$ cat config.mk
export PLATFORM = sky130hd
export DESIGN_NAME = base64_decoder_checked_top
export DESIGN_NICKNAME = d
export VERILOG_FILES = /design/src/sv/b64d_pkg.sv /design/src/sv/base64_decoder_checked_top.sv /design/src/sv/b64d_front.sv /design/src/sv/b64d_fifo.sv /design/src/sv/b64d_back.sv
export SDC_FILE = /design/constraint.sdc
export NUM_CORES = 1
export LEC_CHECK = 0
export ABC_AREA = 1
export BUFFER_PORTS_ARGS = -buffer_cell sky130_fd_sc_hd__buf_2
export CORE_UTILIZATION = 26
export DETAILED_ROUTE_END_ITERATION = 6
export GPL_TIMING_DRIVEN = 0
export PLACE_DENSITY_LB_ADDON = 0.08
export RECOVER_POWER = 100
export SYNTH_ARGS = -nofsm -noshare
export SYNTH_HDL_FRONTEND = slang
export SYNTH_HIERARCHICAL = 1
export SYNTH_SLANG_ARGS = --single-unit
$ cat constraint.sdc
create_clock -name clk -period 13.05 [get_ports clk]
set_input_delay 2.61 -clock clk [delete_from_list [all_inputs] [get_ports clk]]
set_output_delay 2.61 -clock clk [all_outputs]
set_load 0.02 [all_outputs]
$ cat src/sv/b64d_pkg.sv
// ----------------------------------------------------------------------------
// b64d_pkg: shared types and constants of the base64 decoder
// alphabet lookup, status codes and the group record passed front to back
// ----------------------------------------------------------------------------
package b64d_pkg;

    // width of the per-message byte counter
    localparam int COUNT_W = 16;
    // largest count the counter holds, as a 32-bit value
    localparam logic [31:0] CNT_MAX =
        (COUNT_W >= 32) ? 32'hFFFF_FFFF : 32'((64'd1 << COUNT_W) - 64'd1);

    localparam int CAP_W   = 16;
    localparam int BYTES_W = 16;
    localparam int FIFO_DEPTH = 4;
    localparam int FIFO_AW    = $clog2(FIFO_DEPTH);

    localparam logic [7:0] PAD_CODE = 8'h3D;
    localparam logic [CAP_W-1:0] CAP_RESET = 16'hFFFF;

    // status codes
    localparam logic [1:0] ST_OK       = 2'd0;
    localparam logic [1:0] ST_INVALID  = 2'd1;
    localparam logic [1:0] ST_FULL     = 2'd2;
    localparam logic [1:0] ST_ZERO_CAP = 2'd3;

    // one result item
    typedef struct packed {
        logic [7:0]         data;
        logic               valid;
        logic [1:0]         status;
        logic               done;
        logic [BYTES_W-1:0] count;
    } b64d_res_t;

    // all results of one group, last_idx is the index of the final one
    typedef struct packed {
        logic [1:0]      last_idx;
        b64d_res_t [2:0] res;
    } b64d_rec_t;

    // sextet value of an alphabet character, bit 6 set when not in alphabet
    function automatic logic [6:0] sextet_of(input logic [7:0] c);
        logic [6:0] v;
        v = 7'd64;
        if (c >= 8'h41 && c <= 8'h5A)
            v = 7'(c - 8'h41);
        else if (c >= 8'h61 && c <= 8'h7A)
            v = 7'(c - 8'h61 + 8'd26);
        else if (c >= 8'h30 && c <= 8'h39)
            v = 7'(c - 8'h30 + 8'd52);
        else if (c == 8'h2B)
            v = 7'd62;
        else if (c == 8'h2F)
            v = 7'd63;
        return v;
    endfunction

endpackage

$ cat src/sv/base64_decoder_checked_top.sv
// ----------------------------------------------------------------------------
// base64_decoder_checked_top: streaming base64 decoder with checks
// one text character per item in, up to three decoded bytes per group out
// ----------------------------------------------------------------------------
// usage
//   char channel: char_valid / char_stall with char_code and last_char;
//   an item is taken at a clock edge with char_valid high and char_stall low
//   res channel: res_valid / res_stall with data_byte, byte_valid, status,
//   done_res and bytes_written; done_res marks the final item of a message
//   cfg channel: cfg_valid / cfg_ready with cfg_data, the output capacity;
//   cfg_ready is always high, write it only while the block is idle
// timing
//   one character per cycle while char_stall is low; a finished group is
//   written into the group queue and from there loaded into the output register
//   the result serializer puts out one item per cycle while res_stall is low,
//   so a group of three bytes keeps the back end busy while its items go out;
//   the four-deep group queue absorbs that, and char_stall rises only when the queue is full
// reset
//   clears group, count and drop state, empties the queue; capacity 65535
// stalling
//   res_stall holds the output register; the front keeps taking characters
//   until the queue fills
// ----------------------------------------------------------------------------
module base64_decoder_checked_top (
    input  logic                         clk,
    input  logic                         rst_n,
    // character input
    input  logic                         char_valid,
    output logic                         char_stall,
    input  logic [7:0]                   char_code,
    input  logic                         last_char,
    // capacity register write
    input  logic                         cfg_valid,
    output logic                         cfg_ready,
    input  logic [b64d_pkg::CAP_W-1:0]   cfg_data,
    // result output
    output logic                         res_valid,
    input  logic                         res_stall,
    output logic [7:0]                   data_byte,
    output logic                         byte_valid,
    output logic [1:0]                   status,
    output logic                         done_res,
    output logic [b64d_pkg::BYTES_W-1:0] bytes_written
);

    // front to queue
    logic                push;
    b64d_pkg::b64d_rec_t push_rec;
    logic                fifo_full;
    // queue to back
    logic                pop;
    logic                not_empty;
    b64d_pkg::b64d_rec_t head_rec;

    // front: decodes groups, tracks capacity and drop state
    b64d_front u_front (
        .clk        (clk),
        .rst_n      (rst_n),
        .char_valid (char_valid),
        .char_stall (char_stall),
        .char_code  (char_code),
        .last_char  (last_char),
        .cfg_valid  (cfg_valid),
        .cfg_ready  (cfg_ready),
        .cfg_data   (cfg_data),
        .fifo_full  (fifo_full),
        .push       (push),
        .push_rec   (push_rec)
    );

    // group record queue
    b64d_fifo u_fifo (
        .clk       (clk),
        .rst_n     (rst_n),
        .push      (push),
        .push_rec  (push_rec),
        .pop       (pop),
        .full      (fifo_full),
        .not_empty (not_empty),
        .head_rec  (head_rec)
    );

    // back: one result item per cycle into the output register while res_stall is low
    b64d_back u_back (
        .clk           (clk),
        .rst_n         (rst_n),
        .not_empty     (not_empty),
        .head_rec      (head_rec),
        .pop           (pop),
        .res_valid     (res_valid),
        .res_stall     (res_stall),
        .data_byte     (data_byte),
        .byte_valid    (byte_valid),
        .status        (status),
        .done_res      (done_res),
        .bytes_written (bytes_written)
    );

endmodule

$ cat src/sv/b64d_front.sv
// ----------------------------------------------------------------------------
// b64d_front: character intake and group decode
// gathers sextets, checks alphabet and capacity, builds at most one record per group
// ----------------------------------------------------------------------------
module b64d_front (
    input  logic                      clk,
    input  logic                      rst_n,
    input  logic                      char_valid,
    output logic                      char_stall,
    input  logic [7:0]                char_code,
    input  logic                      last_char,
    input  logic                      cfg_valid,
    output logic                      cfg_ready,
    input  logic [b64d_pkg::CAP_W-1:0] cfg_data,
    input  logic                      fifo_full,
    output logic                      push,
    output b64d_pkg::b64d_rec_t       push_rec
);

    logic [23:0]                   store_reg, store_next;
    logic [1:0]                    pos_reg, pos_next;
    logic [3:0]                    np_reg, np_next;
    logic                          inv_reg, inv_next;
    logic [b64d_pkg::COUNT_W-1:0]  wc_reg, wc_next;
    logic                          swallow_reg, swallow_next;
    logic [b64d_pkg::CAP_W-1:0]    cap_reg;

    logic                          accept;
    logic                          is_pad;
    logic [6:0]                    sx;
    logic                          cur_inv;
    logic [23:0]                   store_upd;
    logic [3:0]                    np_upd;
    logic                          inv_upd;
    logic [7:0]                    bytes [3];
    logic [2:0]                    cond;
    logic [31:0]                   cap32;
    logic [b64d_pkg::COUNT_W-1:0]  cap_eff;
    logic [b64d_pkg::COUNT_W-1:0]  wc_t;
    logic [1:0]                    cnt;
    logic                          full_err;
    b64d_pkg::b64d_res_t [2:0]     res_v;
    logic                          complete;

    assign accept     = char_valid && !char_stall;
    assign char_stall = fifo_full;
    assign cfg_ready  = 1'b1;

    // current character merged into the group
    always_comb
    begin
        is_pad    = (char_code == b64d_pkg::PAD_CODE);
        sx        = b64d_pkg::sextet_of(char_code);
        cur_inv   = !is_pad && sx[6];
        store_upd = store_reg;
        if (!is_pad && !sx[6])
        begin
            case (pos_reg)
                2'd0:    store_upd = store_reg | {sx[5:0], 18'd0};
                2'd1:    store_upd = store_reg | {6'd0, sx[5:0], 12'd0};
                2'd2:    store_upd = store_reg | {12'd0, sx[5:0], 6'd0};
                default: store_upd = store_reg | {18'd0, sx[5:0]};
            endcase
        end
        np_upd = np_reg;
        if (!is_pad)
            np_upd = np_reg | (4'd1 << pos_reg);
        inv_upd  = inv_reg || cur_inv;
        complete = (pos_reg == 2'd3) || last_char;
    end

    // byte selection and capacity check
    always_comb
    begin
        bytes[0] = store_upd[23:16];
        bytes[1] = store_upd[15:8];
        bytes[2] = store_upd[7:0];
        for (int k = 0; k < 3; k++)
        begin
            cond[k] = (pos_reg >= 2'(k)) && np_upd[k] &&
                      ((bytes[k] != 8'd0) || np_upd[k+1]);
        end
        cap32   = 32'(cap_reg);
        cap_eff = b64d_pkg::COUNT_W'((cap32 > b64d_pkg::CNT_MAX) ? b64d_pkg::CNT_MAX : cap32);

        res_v    = '0;
        wc_t     = wc_reg;
        cnt      = 2'd0;
        full_err = 1'b0;
        for (int k = 0; k < 3; k++)
        begin
            if (cond[k] && !full_err)
            begin
                if (wc_t >= cap_eff)
                begin
                    full_err          = 1'b1;
                    res_v[cnt].status = b64d_pkg::ST_FULL;
                    res_v[cnt].done   = 1'b1;
                    res_v[cnt].count  = b64d_pkg::BYTES_W'(wc_t);
                end
                else
                begin
                    wc_t             = wc_t + b64d_pkg::COUNT_W'(1);
                    res_v[cnt].data  = bytes[k];
                    res_v[cnt].valid = 1'b1;
                    res_v[cnt].count = b64d_pkg::BYTES_W'(wc_t);
                    cnt              = cnt + 2'd1;
                end
            end
        end
    end

    always_comb
    begin
        store_next   = store_reg;
        pos_next     = pos_reg;
        np_next      = np_reg;
        inv_next     = inv_reg;
        wc_next      = wc_reg;
        swallow_next = swallow_reg;
        push         = 1'b0;
        push_rec     = '0;
        if (accept)
        begin
            if (swallow_reg)
            begin
                if (last_char)
                begin
                    swallow_next = 1'b0;
                    store_next   = '0;
                    pos_next     = '0;
                    np_next      = '0;
                    inv_next     = 1'b0;
                    wc_next      = '0;
                end
            end
            else if (cap_reg == '0)
            begin
                push                   = 1'b1;
                push_rec.res[0].status = b64d_pkg::ST_ZERO_CAP;
                push_rec.res[0].done   = 1'b1;
                store_next             = '0;
                pos_next               = '0;
                np_next                = '0;
                inv_next               = 1'b0;
                wc_next                = '0;
                swallow_next           = !last_char;
            end
            else if (!complete)
            begin
                store_next = store_upd;
                np_next    = np_upd;
                inv_next   = inv_upd;
                pos_next   = pos_reg + 2'd1;
            end
            else
            begin
                store_next = '0;
                pos_next   = '0;
                np_next    = '0;
                inv_next   = 1'b0;
                if (inv_upd)
                begin
                    push                   = 1'b1;
                    push_rec.res[0].status = b64d_pkg::ST_INVALID;
                    push_rec.res[0].done   = 1'b1;
                    wc_next                = '0;
                    swallow_next           = !last_char;
                end
                else if (full_err)
                begin
                    push              = 1'b1;
                    push_rec.res      = res_v;
                    push_rec.last_idx = cnt;
                    wc_next           = '0;
                    swallow_next      = !last_char;
                end
                else if (last_char)
                begin
                    push         = 1'b1;
                    push_rec.res = res_v;
                    wc_next      = '0;
                    if (cnt == 2'd0)
                    begin
                        push_rec.res[0].done  = 1'b1;
                        push_rec.res[0].count = b64d_pkg::BYTES_W'(wc_t);
                        push_rec.last_idx     = 2'd0;
                    end
                    else
                    begin
                        push_rec.res[cnt - 2'd1].done = 1'b1;
                        push_rec.last_idx             = cnt - 2'd1;
                    end
                end
                else
                begin
                    push              = (cnt != 2'd0);
                    push_rec.res      = res_v;
                    push_rec.last_idx = cnt - 2'd1;
                    wc_next           = wc_t;
                end
            end
        end
    end

    always_ff @(posedge clk or negedge rst_n)
    begin
        if (!rst_n)
        begin
            store_reg   <= '0;
            pos_reg     <= '0;
            np_reg      <= '0;
            inv_reg     <= 1'b0;
            wc_reg      <= '0;
            swallow_reg <= 1'b0;
            cap_reg     <= b64d_pkg::CAP_RESET;
        end
        else
        begin
            store_reg   <= store_next;
            pos_reg     <= pos_next;
            np_reg      <= np_next;
            inv_reg     <= inv_next;
            wc_reg      <= wc_next;
            swallow_reg <= swallow_next;
            if (cfg_valid && cfg_ready)
                cap_reg <= cfg_data;
        end
    end

endmodule

$ cat src/sv/b64d_fifo.sv
// ----------------------------------------------------------------------------
// b64d_fifo: short record queue between front and back
// holds decoded groups while the back end drains results
// ----------------------------------------------------------------------------
module b64d_fifo (
    input  logic                clk,
    input  logic                rst_n,
    input  logic                push,
    input  b64d_pkg::b64d_rec_t push_rec,
    input  logic                pop,
    output logic                full,
    output logic                not_empty,
    output b64d_pkg::b64d_rec_t head_rec
);

    b64d_pkg::b64d_rec_t              mem_reg [b64d_pkg::FIFO_DEPTH];
    logic [b64d_pkg::FIFO_AW-1:0]     wr_ptr_reg, wr_ptr_next;
    logic [b64d_pkg::FIFO_AW-1:0]     rd_ptr_reg, rd_ptr_next;
    logic [b64d_pkg::FIFO_AW:0]       fill_reg, fill_next;
    logic                             do_push;
    logic                             do_pop;

    assign full      = (fill_reg == (b64d_pkg::FIFO_AW+1)'(b64d_pkg::FIFO_DEPTH));
    assign not_empty = (fill_reg != '0);
    assign head_rec  = mem_reg[rd_ptr_reg];
    assign do_push   = push && !full;
    assign do_pop    = pop && not_empty;

    always_comb
    begin
        wr_ptr_next = do_push ? wr_ptr_reg + b64d_pkg::FIFO_AW'(1) : wr_ptr_reg;
        rd_ptr_next = do_pop ? rd_ptr_reg + b64d_pkg::FIFO_AW'(1) : rd_ptr_reg;
        fill_next   = fill_reg;
        if (do_push && !do_pop)
            fill_next = fill_reg + (b64d_pkg::FIFO_AW+1)'(1);
        else if (do_pop && !do_push)
            fill_next = fill_reg - (b64d_pkg::FIFO_AW+1)'(1);
    end

    always_ff @(posedge clk)
    begin
        if (do_push)
            mem_reg[wr_ptr_reg] <= push_rec;
    end

    always_ff @(posedge clk or negedge rst_n)
    begin
        if (!rst_n)
        begin
            wr_ptr_reg <= '0;
            rd_ptr_reg <= '0;
            fill_reg   <= '0;
        end
        else
        begin
            wr_ptr_reg <= wr_ptr_next;
            rd_ptr_reg <= rd_ptr_next;
            fill_reg   <= fill_next;
        end
    end

endmodule

$ cat src/sv/b64d_back.sv
// ----------------------------------------------------------------------------
// b64d_back: result serializer
// walks the results of the head record into the output register
// ----------------------------------------------------------------------------
module b64d_back (
    input  logic                           clk,
    input  logic                           rst_n,
    input  logic                           not_empty,
    input  b64d_pkg::b64d_rec_t            head_rec,
    output logic                           pop,
    output logic                           res_valid,
    input  logic                           res_stall,
    output logic [7:0]                     data_byte,
    output logic                           byte_valid,
    output logic [1:0]                     status,
    output logic                           done_res,
    output logic [b64d_pkg::BYTES_W-1:0]   bytes_written
);

    logic                  out_valid_reg, out_valid_next;
    b64d_pkg::b64d_res_t   out_res_reg;
    logic [1:0]            idx_reg, idx_next;
    logic                  load;
    b64d_pkg::b64d_res_t   cur_res;

    // output register refills when empty or being taken
    assign load    = not_empty && (!out_valid_reg || !res_stall);
    assign cur_res = head_rec.res[idx_reg];
    assign pop     = load && (idx_reg == head_rec.last_idx);

    always_comb
    begin
        idx_next       = idx_reg;
        out_valid_next = out_valid_reg;
        if (!res_stall)
            out_valid_next = 1'b0;
        if (load)
        begin
            out_valid_next = 1'b1;
            idx_next       = pop ? 2'd0 : idx_reg + 2'd1;
        end
    end

    always_ff @(posedge clk)
    begin
        if (load)
            out_res_reg <= cur_res;
    end

    always_ff @(posedge clk or negedge rst_n)
    begin
        if (!rst_n)
        begin
            out_valid_reg <= 1'b0;
            idx_reg       <= 2'd0;
        end
        else
        begin
            out_valid_reg <= out_valid_next;
            idx_reg       <= idx_next;
        end
    end

    assign res_valid     = out_valid_reg;
    assign data_byte     = out_res_reg.data;
    assign byte_valid    = out_res_reg.valid;
    assign status        = out_res_reg.status;
    assign done_res      = out_res_reg.done;
    assign bytes_written = out_res_reg.count;

endmodule

# Word level (Yosys, flattened, before mapping)
# Memories as Yosys holds them, arrays and structs flattened.
# Cells that the tools add are included.
[word_totals] reg_bits=102 latch_bits=0 mem_bits_rw=344 mem_bits_ro=0 inputBits=30 word_cells=248 n_memories=1
[memory_table] memory="u_fifo.mem_reg" words=4 word_bits=86 rd=1 rd_ports_with_merged_regs=0 wr=1 line="b64d_fifo.sv:16" text="b64d_pkg::b64d_rec_t mem_reg [b64d_pkg::FIFO_DEPTH];"
[classes] add_sub_neg=17 mul=0 n_div=0 order_cmp=19 n_eq_ne=10 shifts=1 muxes=127 bitwise_logic=5 reduce_logical=51
[ops] op="84-bit bitwise mux" n=13
[ops] op="28-bit demux with 2-bit select" n=11
[ops] op="86-bit 2-to-1 mux" n=5
[ops] op="84-bit 2-to-1 mux" n=4
[ops] op="16-bit 2-to-1 mux" n=17
[ops] op="67-bit 2-to-1 mux" n=3
[ops] op="24-bit 2-to-1 mux" n=5
[ops] op="28-bit 2-to-1 mux" n=4
[ops] op="24-bit one-hot mux with 3 select lines" n=1
[ops] op="17-bit 2-to-1 mux" n=4
[ops] op="28-bit binary-select mux with 2-bit select" n=1
[ops] op="16-bit by 1-bit adder with 16-bit output, second input constant" n=3
[ops] op="16-bit >= comparator" n=3
[ops] op="20-bit 2-to-1 mux" n=2
[ops] op="19-bit 2-to-1 mux" n=2
[ops] op="7-bit 2-to-1 mux" n=5
[ops] op="1-bit 2-to-1 mux" n=28
[ops] op="8-bit by 6-bit == test with 1-bit output, second input constant" n=3
[ops] op="24-bit by 12-bit OR with 24-bit output" n=1
[ops] op="24-bit by 18-bit OR with 24-bit output" n=1
[ops] op="24-bit OR" n=1
[ops] op="24-bit by 6-bit OR with 24-bit output" n=1
[ops] op="8-bit nonzero test" n=3
[ops] op="1-bit logical AND" n=23
[ops] op="other kinds (35)" n=86

# Depth between registers and ports, before layout
[depth] word_depth=36 depth_mapped=68 ltp_nobuf=66

# Cells and area by module
# Netlist, hierarchy kept.
[modules_own_cells] module="b64d_fifo" n_inst=1 cells_per_inst=1064 area_per_inst_um2=14261.2 seq_area_each_um2=10505.1
[modules_own_cells] module="b64d_front" n_inst=1 cells_per_inst=1585 area_per_inst_um2=9489.1 seq_area_each_um2=1621.6
[modules_own_cells] module="b64d_back" n_inst=1 cells_per_inst=178 area_per_inst_um2=1635.3 seq_area_each_um2=915.9

# Least setup slack after synthesis
# Ideal clock, no wire load.
[synth_path] path_type="input -> register" from="in char_code[2]" to="mem u_fifo/mem_reg[0][0] in the netlist's numbering, enable pin" setup_time_ns=0.532 t_arrival_ns=12.847 required_ns=12.518 slack_ns=-0.329 cell_stages=57 n_path_buf=4 path_cell_list="buf_2 inv_1 ha_1 inv_1 o21ai_1 nand2_1 nand3_1 nand2_2 nor2_4 nand2_8 buf_8 nand3_2 nand2_1 nand2_2 nand2_1 nor2_2 nand3_4 nand2_4 [21 not listed] nand2_1 nand2_1 nand2_1 nand2_1 a21o_1 a21oi_1 o21ai_0 nand2_1 nand2_1 nor2_4 inv_2 nand2_1 o21ai_1 nand2_1 nor3_1 o21ai_0 nand2_1 nor2_1"
[synth_via] elab_chain_len=30 elab_cells_between_ends=79 classes_between="add/sub: 8; order compare: 8; eq/ne: 3; mux: 30; bitwise: 4; reduce/logical: 26"
[synth_rtl] item="from (decl)" line="base64_decoder_checked_top.sv:30" text="input logic [7:0] char_code,"
[synth_rtl] item="parallel branches: the longest is 22 deep, another holds 7-bit by 6-bit subtractor with 7-bit output"
[synth_rtl] item="1-bit 2-to-1 mux (*)" line="b64d_front.sv:162" text="if (inv_upd)"
[synth_rtl] item="1-bit 2-to-1 mux (*)" line="b64d_front.sv:149" text="else if (!complete)"
[synth_rtl] item="1-bit 2-to-1 mux (*)" line="b64d_front.sv:137" text="else if (cap_reg == '0)"
[synth_rtl] item="1-bit 2-to-1 mux (*)" line="b64d_front.sv:125" text="if (swallow_reg)"
[synth_rtl] item="1-bit 2-to-1 mux (*)" line="b64d_front.sv:123" text="if (accept)"
[synth_rtl] item="via push" line="base64_decoder_checked_top.sv:47" text="logic push;"
[synth_rtl] item="1-bit logical AND (*)" line="b64d_fifo.sv:26" text="assign do_push = push && !full;"
[synth_rtl] item="1-bit 2-to-1 mux (*)" line="b64d_fifo.sv:42" text="if (do_push)"
[synth_rtl] item="1-bit 2-to-1 mux (implied by the code) (*)" line="b64d_fifo.sv:43" text="mem_reg[wr_ptr_reg] <= push_rec;"
[synth_rtl] item="to (decl)" line="b64d_fifo.sv:16"
# Mark *: on every way through the listed nets, which the timed path passes.

# Worst setup path in the final report
[layout_path] from="in char_code[2]" to="mem u_fifo/mem_reg[0][58] in the netlist's numbering, enable pin"
# The elaborated chain is that of the path after synthesis.

==> summary.txt <==
Final layout
  • Area delta synth->final: 15.3%
  • Max reg flops: 344
  • Design Area, Final: 29300 µm²
  • Final nets: a little over 3000
  • Finished Layout Cells: 4286
  • Most frequent cells in the layout: nand2_1, inv_1, edfxtp_1
  • Most common cell after layout, fill and taps aside: nand2_1
  • Layout cells sized above 1: 0.114
  • # diodes: 0

Pwr
  • Net Switching: 3.44 mW
  • Clock share of power: 0.209
  • Final Power: 7.27 mW
  • Combinational share of power: 0.520
  • Pint: 3.83 mW
  • Max rail drop VDD: ~0.11 mV
  • Switch share: 0.473
  • Seq pwr share: 0.271
  • Static leakage: 12.2 nW
  • Power density over the cells: about 250 nW/µm²

Timing
  • Clk_skew: 0.0219 ns
  • Final Max Tran Viols: 55
  • Max frequency: 81.2 MHz
  • Setup-failing EPs final: 0
  • Hold Vio Cnt, Final: 0
  • Hold_ws: between 0.4 and 0.5 ns
  • Fin Setup TNS: 0 ns
  • RSZ-0062 raised after global routing: no
  • Worst slew pin tran: 3.54 ns
  • Rel. slew slack: -1.36
  • Final period utilization: 0.943
  • Fin crit period: 12.31 ns

Job
  • Number of max-cap violations: 2

Worst setup path
  • Slowest cell on the critical path: o21ai_1
  • Crit-path max FO: 17
  • Most common cell on crit path: nand2_1
  • Worst Path Arrival: 12.60 ns
  • Crit Path Class: input pin to flip-flop
  • Worst R2R Path Depth: 50
  • Worst setup EP type: flip-flop
  • CP required: 13.34 ns
  • CP peak stage delay: 0.43 ns
  • Startpoint type of the worst setup path: input pin

Routing
  • DRC: 0
  • Final ANT Viol Nets: 0
  • TritonRoute pass-1 iters: 5
  • DR WL/cell: between 20 and 25 µm
  • Initial DRC Count: between 1000 and 1500
  • Average vias per placed instance: 4.73
  • Total vias in the final route: slightly above 20000
  • Final WL: 93200 µm

Synth
  • Register area share after synthesis: 0.514
  • Synth unique cells: 69
  • Main synth FF type: edfxtp_1
  • Flops & latches, synth: 446
  • Mapped Cells: roughly 2800
  • Mapped Area: between 20000 and 30000 µm²
  • FFs w/ async S/R, synth: 0.166
  • EDFF count, synth: about 370
  • Avg Cell Area, Syn: 8.98 µm²
  • Total number of yosys warnings: 6

Min path
  • Hold path depth: 2
  • Worst min path class: flip-flop to flip-flop

Clock network
  • CTS root buf: clkbuf_16
  • Max clock buf depth: 3
  • CTS tree: built
  • CTS Hold Bufs: 0
  • Worst-path clk slew: ~0.050 ns
  • CTS buffer count: 56
  • CTS H-Tree Depth: 2
  • Clock Sinks: 446
  • Clock Latency Late Sink: about 0.63 ns

Global routing
  • Grt ovf: 0
  • Vias in the first global route: 20000
  • Largest net degree at the start of global routing: 55
  • Number of antenna violations at the first check in global routing: 2
  • First-pass GRT wire length: 137000 µm
  • GRT Util Overall: 0.188

Place
  • DP Area: 27700 µm²
  • Cells after DPL: 4178
  • Port bufs: 58
  • Placer congestion estimate: around 0.9
  • DP HPWL: 72000 µm

Floorplan
  • Die Wd: 314 µm
  • Starting density of the core: 0.262
  • Die footprint: 98900 µm²
  • Die Y: 314 µm
  • Cell Rows: 114
  • Io pins: 61
  • Total core area: 96700 µm²

Run status
  • Failing checks: max-capacitance violations, max-slew violations
  • Status: finished, violations left
==> per-layer routing <==
metal  wire length (µm)  share of wire  GRT usage  up-vias
met4               2100          0.023     0.0478        4
met2              44000           0.47      0.313      471
met3               3830          0.041     0.0263      113
met1              43200           0.46      0.256     9809
li1                   -              -          -     9865
met5                 27        0.00029          0        -
==> worst max-delay path, delay by kind of cell <==
| family | cells | cell delay (ns) |
|---|---|---|
| and+or+nand+nor | 31 | 4.21 |
| AOI/OAI and AO/OA | 13 | 2.63 |
| buffers and inverters | 11 | 2.10 |
| adders and majority gates | 3 | 0.94 |
==> power by group through the flow <==
| stage | Sequential (mW) | Combinational, mW | Clock (mW) |
|---|---|---|---|
| final | 1.97 | 3.78 | 1.52 |
| after global routing | 2.00 | 4.17 | 1.61 |
| after floorplan | 2.07 | 2.35 | 0 |
| after detailed placement | 2.00 | 3.86 | 0 |
| after global placement | 2.06 | 3.78 | 0 |
| after CTS | 1.97 | 3.88 | 1.56 |
==> path summary, 6_finish.rpt <==
check | from | end | slack, ns
max in group asynchronous | rst_n | u_back/idx_reg[1] | 6.86
setup reg to reg | u_front/cap_eff[15] | u_fifo/mem_reg[0][58] | 2.79
setup / recovery | char_code[2] | u_fifo/mem_reg[0][58] | 0.74
hold reg to reg | u_front/store_reg[10] | u_front/store_reg[10] | 0.49
hold / removal | u_front/store_reg[10] | u_front/store_reg[10] | 0.49
min in group asynchronous | rst_n | u_front/wc_reg[15] | 2.23
==> repair_timing <==
item | CTS | global route
buffers inserted | 7 | 2
endpoints found under the setup margin | 375 | 395
gates cloned | 1 | 0
gates resized for setup | 4 | 4
pin swaps | 4 | 1
==> cell families after synthesis <==
logic type,after synthesis,synth area share
AOI/OAI and AO/OA,543,0.135
buffers and inverters,541,0.0998
DFF,446,0.514
adders and majority gates,76,0.0378
other,2,0.000296
xor gates and xnor gates,29,0.0103
and+or+nand+nor,1190,0.203
==> layout make-up <==
cell class / count / area (µm²)
inverters: 412 / 1550
plain buffers: 129 / 935
clock inverters: 28 / 258
repair buffers: 83 / 512
fillers: 10300 / 67400
multi-input cells: 1842 / 9850
clock buffers: 70 / 1530
flip-flops and latches: 446 / 13000
well taps: 1276 / 1600
==> cell usage after synthesis (4+ instances only) <==
cell | count | share of area
clkbuf_1 | 34 | 0.0050
nand2_1 | 728 | 0.11
a21oi_2 | 5 | 0.0017
nand4_1 | 27 | 0.0067
buf_2 | 27 | 0.0053
nor2_2 | 13 | 0.0032
clkinv_1 | 7 | 0.0010
a31oi_1 | 6 | 0.0015
o21ai_1 | 60 | 0.012
xor2_1 | 24 | 0.0083
o21a_1 | 5 | 0.0015
nor2_1 | 155 | 0.023
o21ai_2 | 4 | 0.0014
a211oi_1 | 13 | 0.0038
o22ai_1 | 28 | 0.0069
buf_6 | 40 | 0.018
ha_1 | 75 | 0.037
a21o_1 | 4 | 0.0012
o211ai_1 | 178 | 0.053
dfstp_2 | 16 | 0.017
buf_4 | 18 | 0.0053
inv_2 | 24 | 0.0035
o21ai_0 | 111 | 0.022
a221oi_1 | 7 | 0.0024
nand2_4 | 5 | 0.0022
dfrtp_1 | 58 | 0.057
edfxtp_1 | 372 | 0.44
nor3_1 | 11 | 0.0022
nand3_1 | 180 | 0.035
nor2_4 | 11 | 0.0049
inv_1 | 379 | 0.056
a21oi_1 | 102 | 0.020
xnor2_1 | 4 | 0.0014
nand2_2 | 33 | 0.0081
nand3b_1 | 10 | 0.0030
clkbuf_8 | 7 | 0.0038
==> metrics by stage <==
stage	util	worst slack, ns
6_report	0.303	0.742
5_1_grt	0.303	0.0232
4_1_cts	0.305	0.148
3_5_place_dp	0.286	-1.95
3_3_place_gp	0.282	-8.40
2_1_floorplan	-	-0.329
Note: power is estimated with default switching activity, not from simulation.
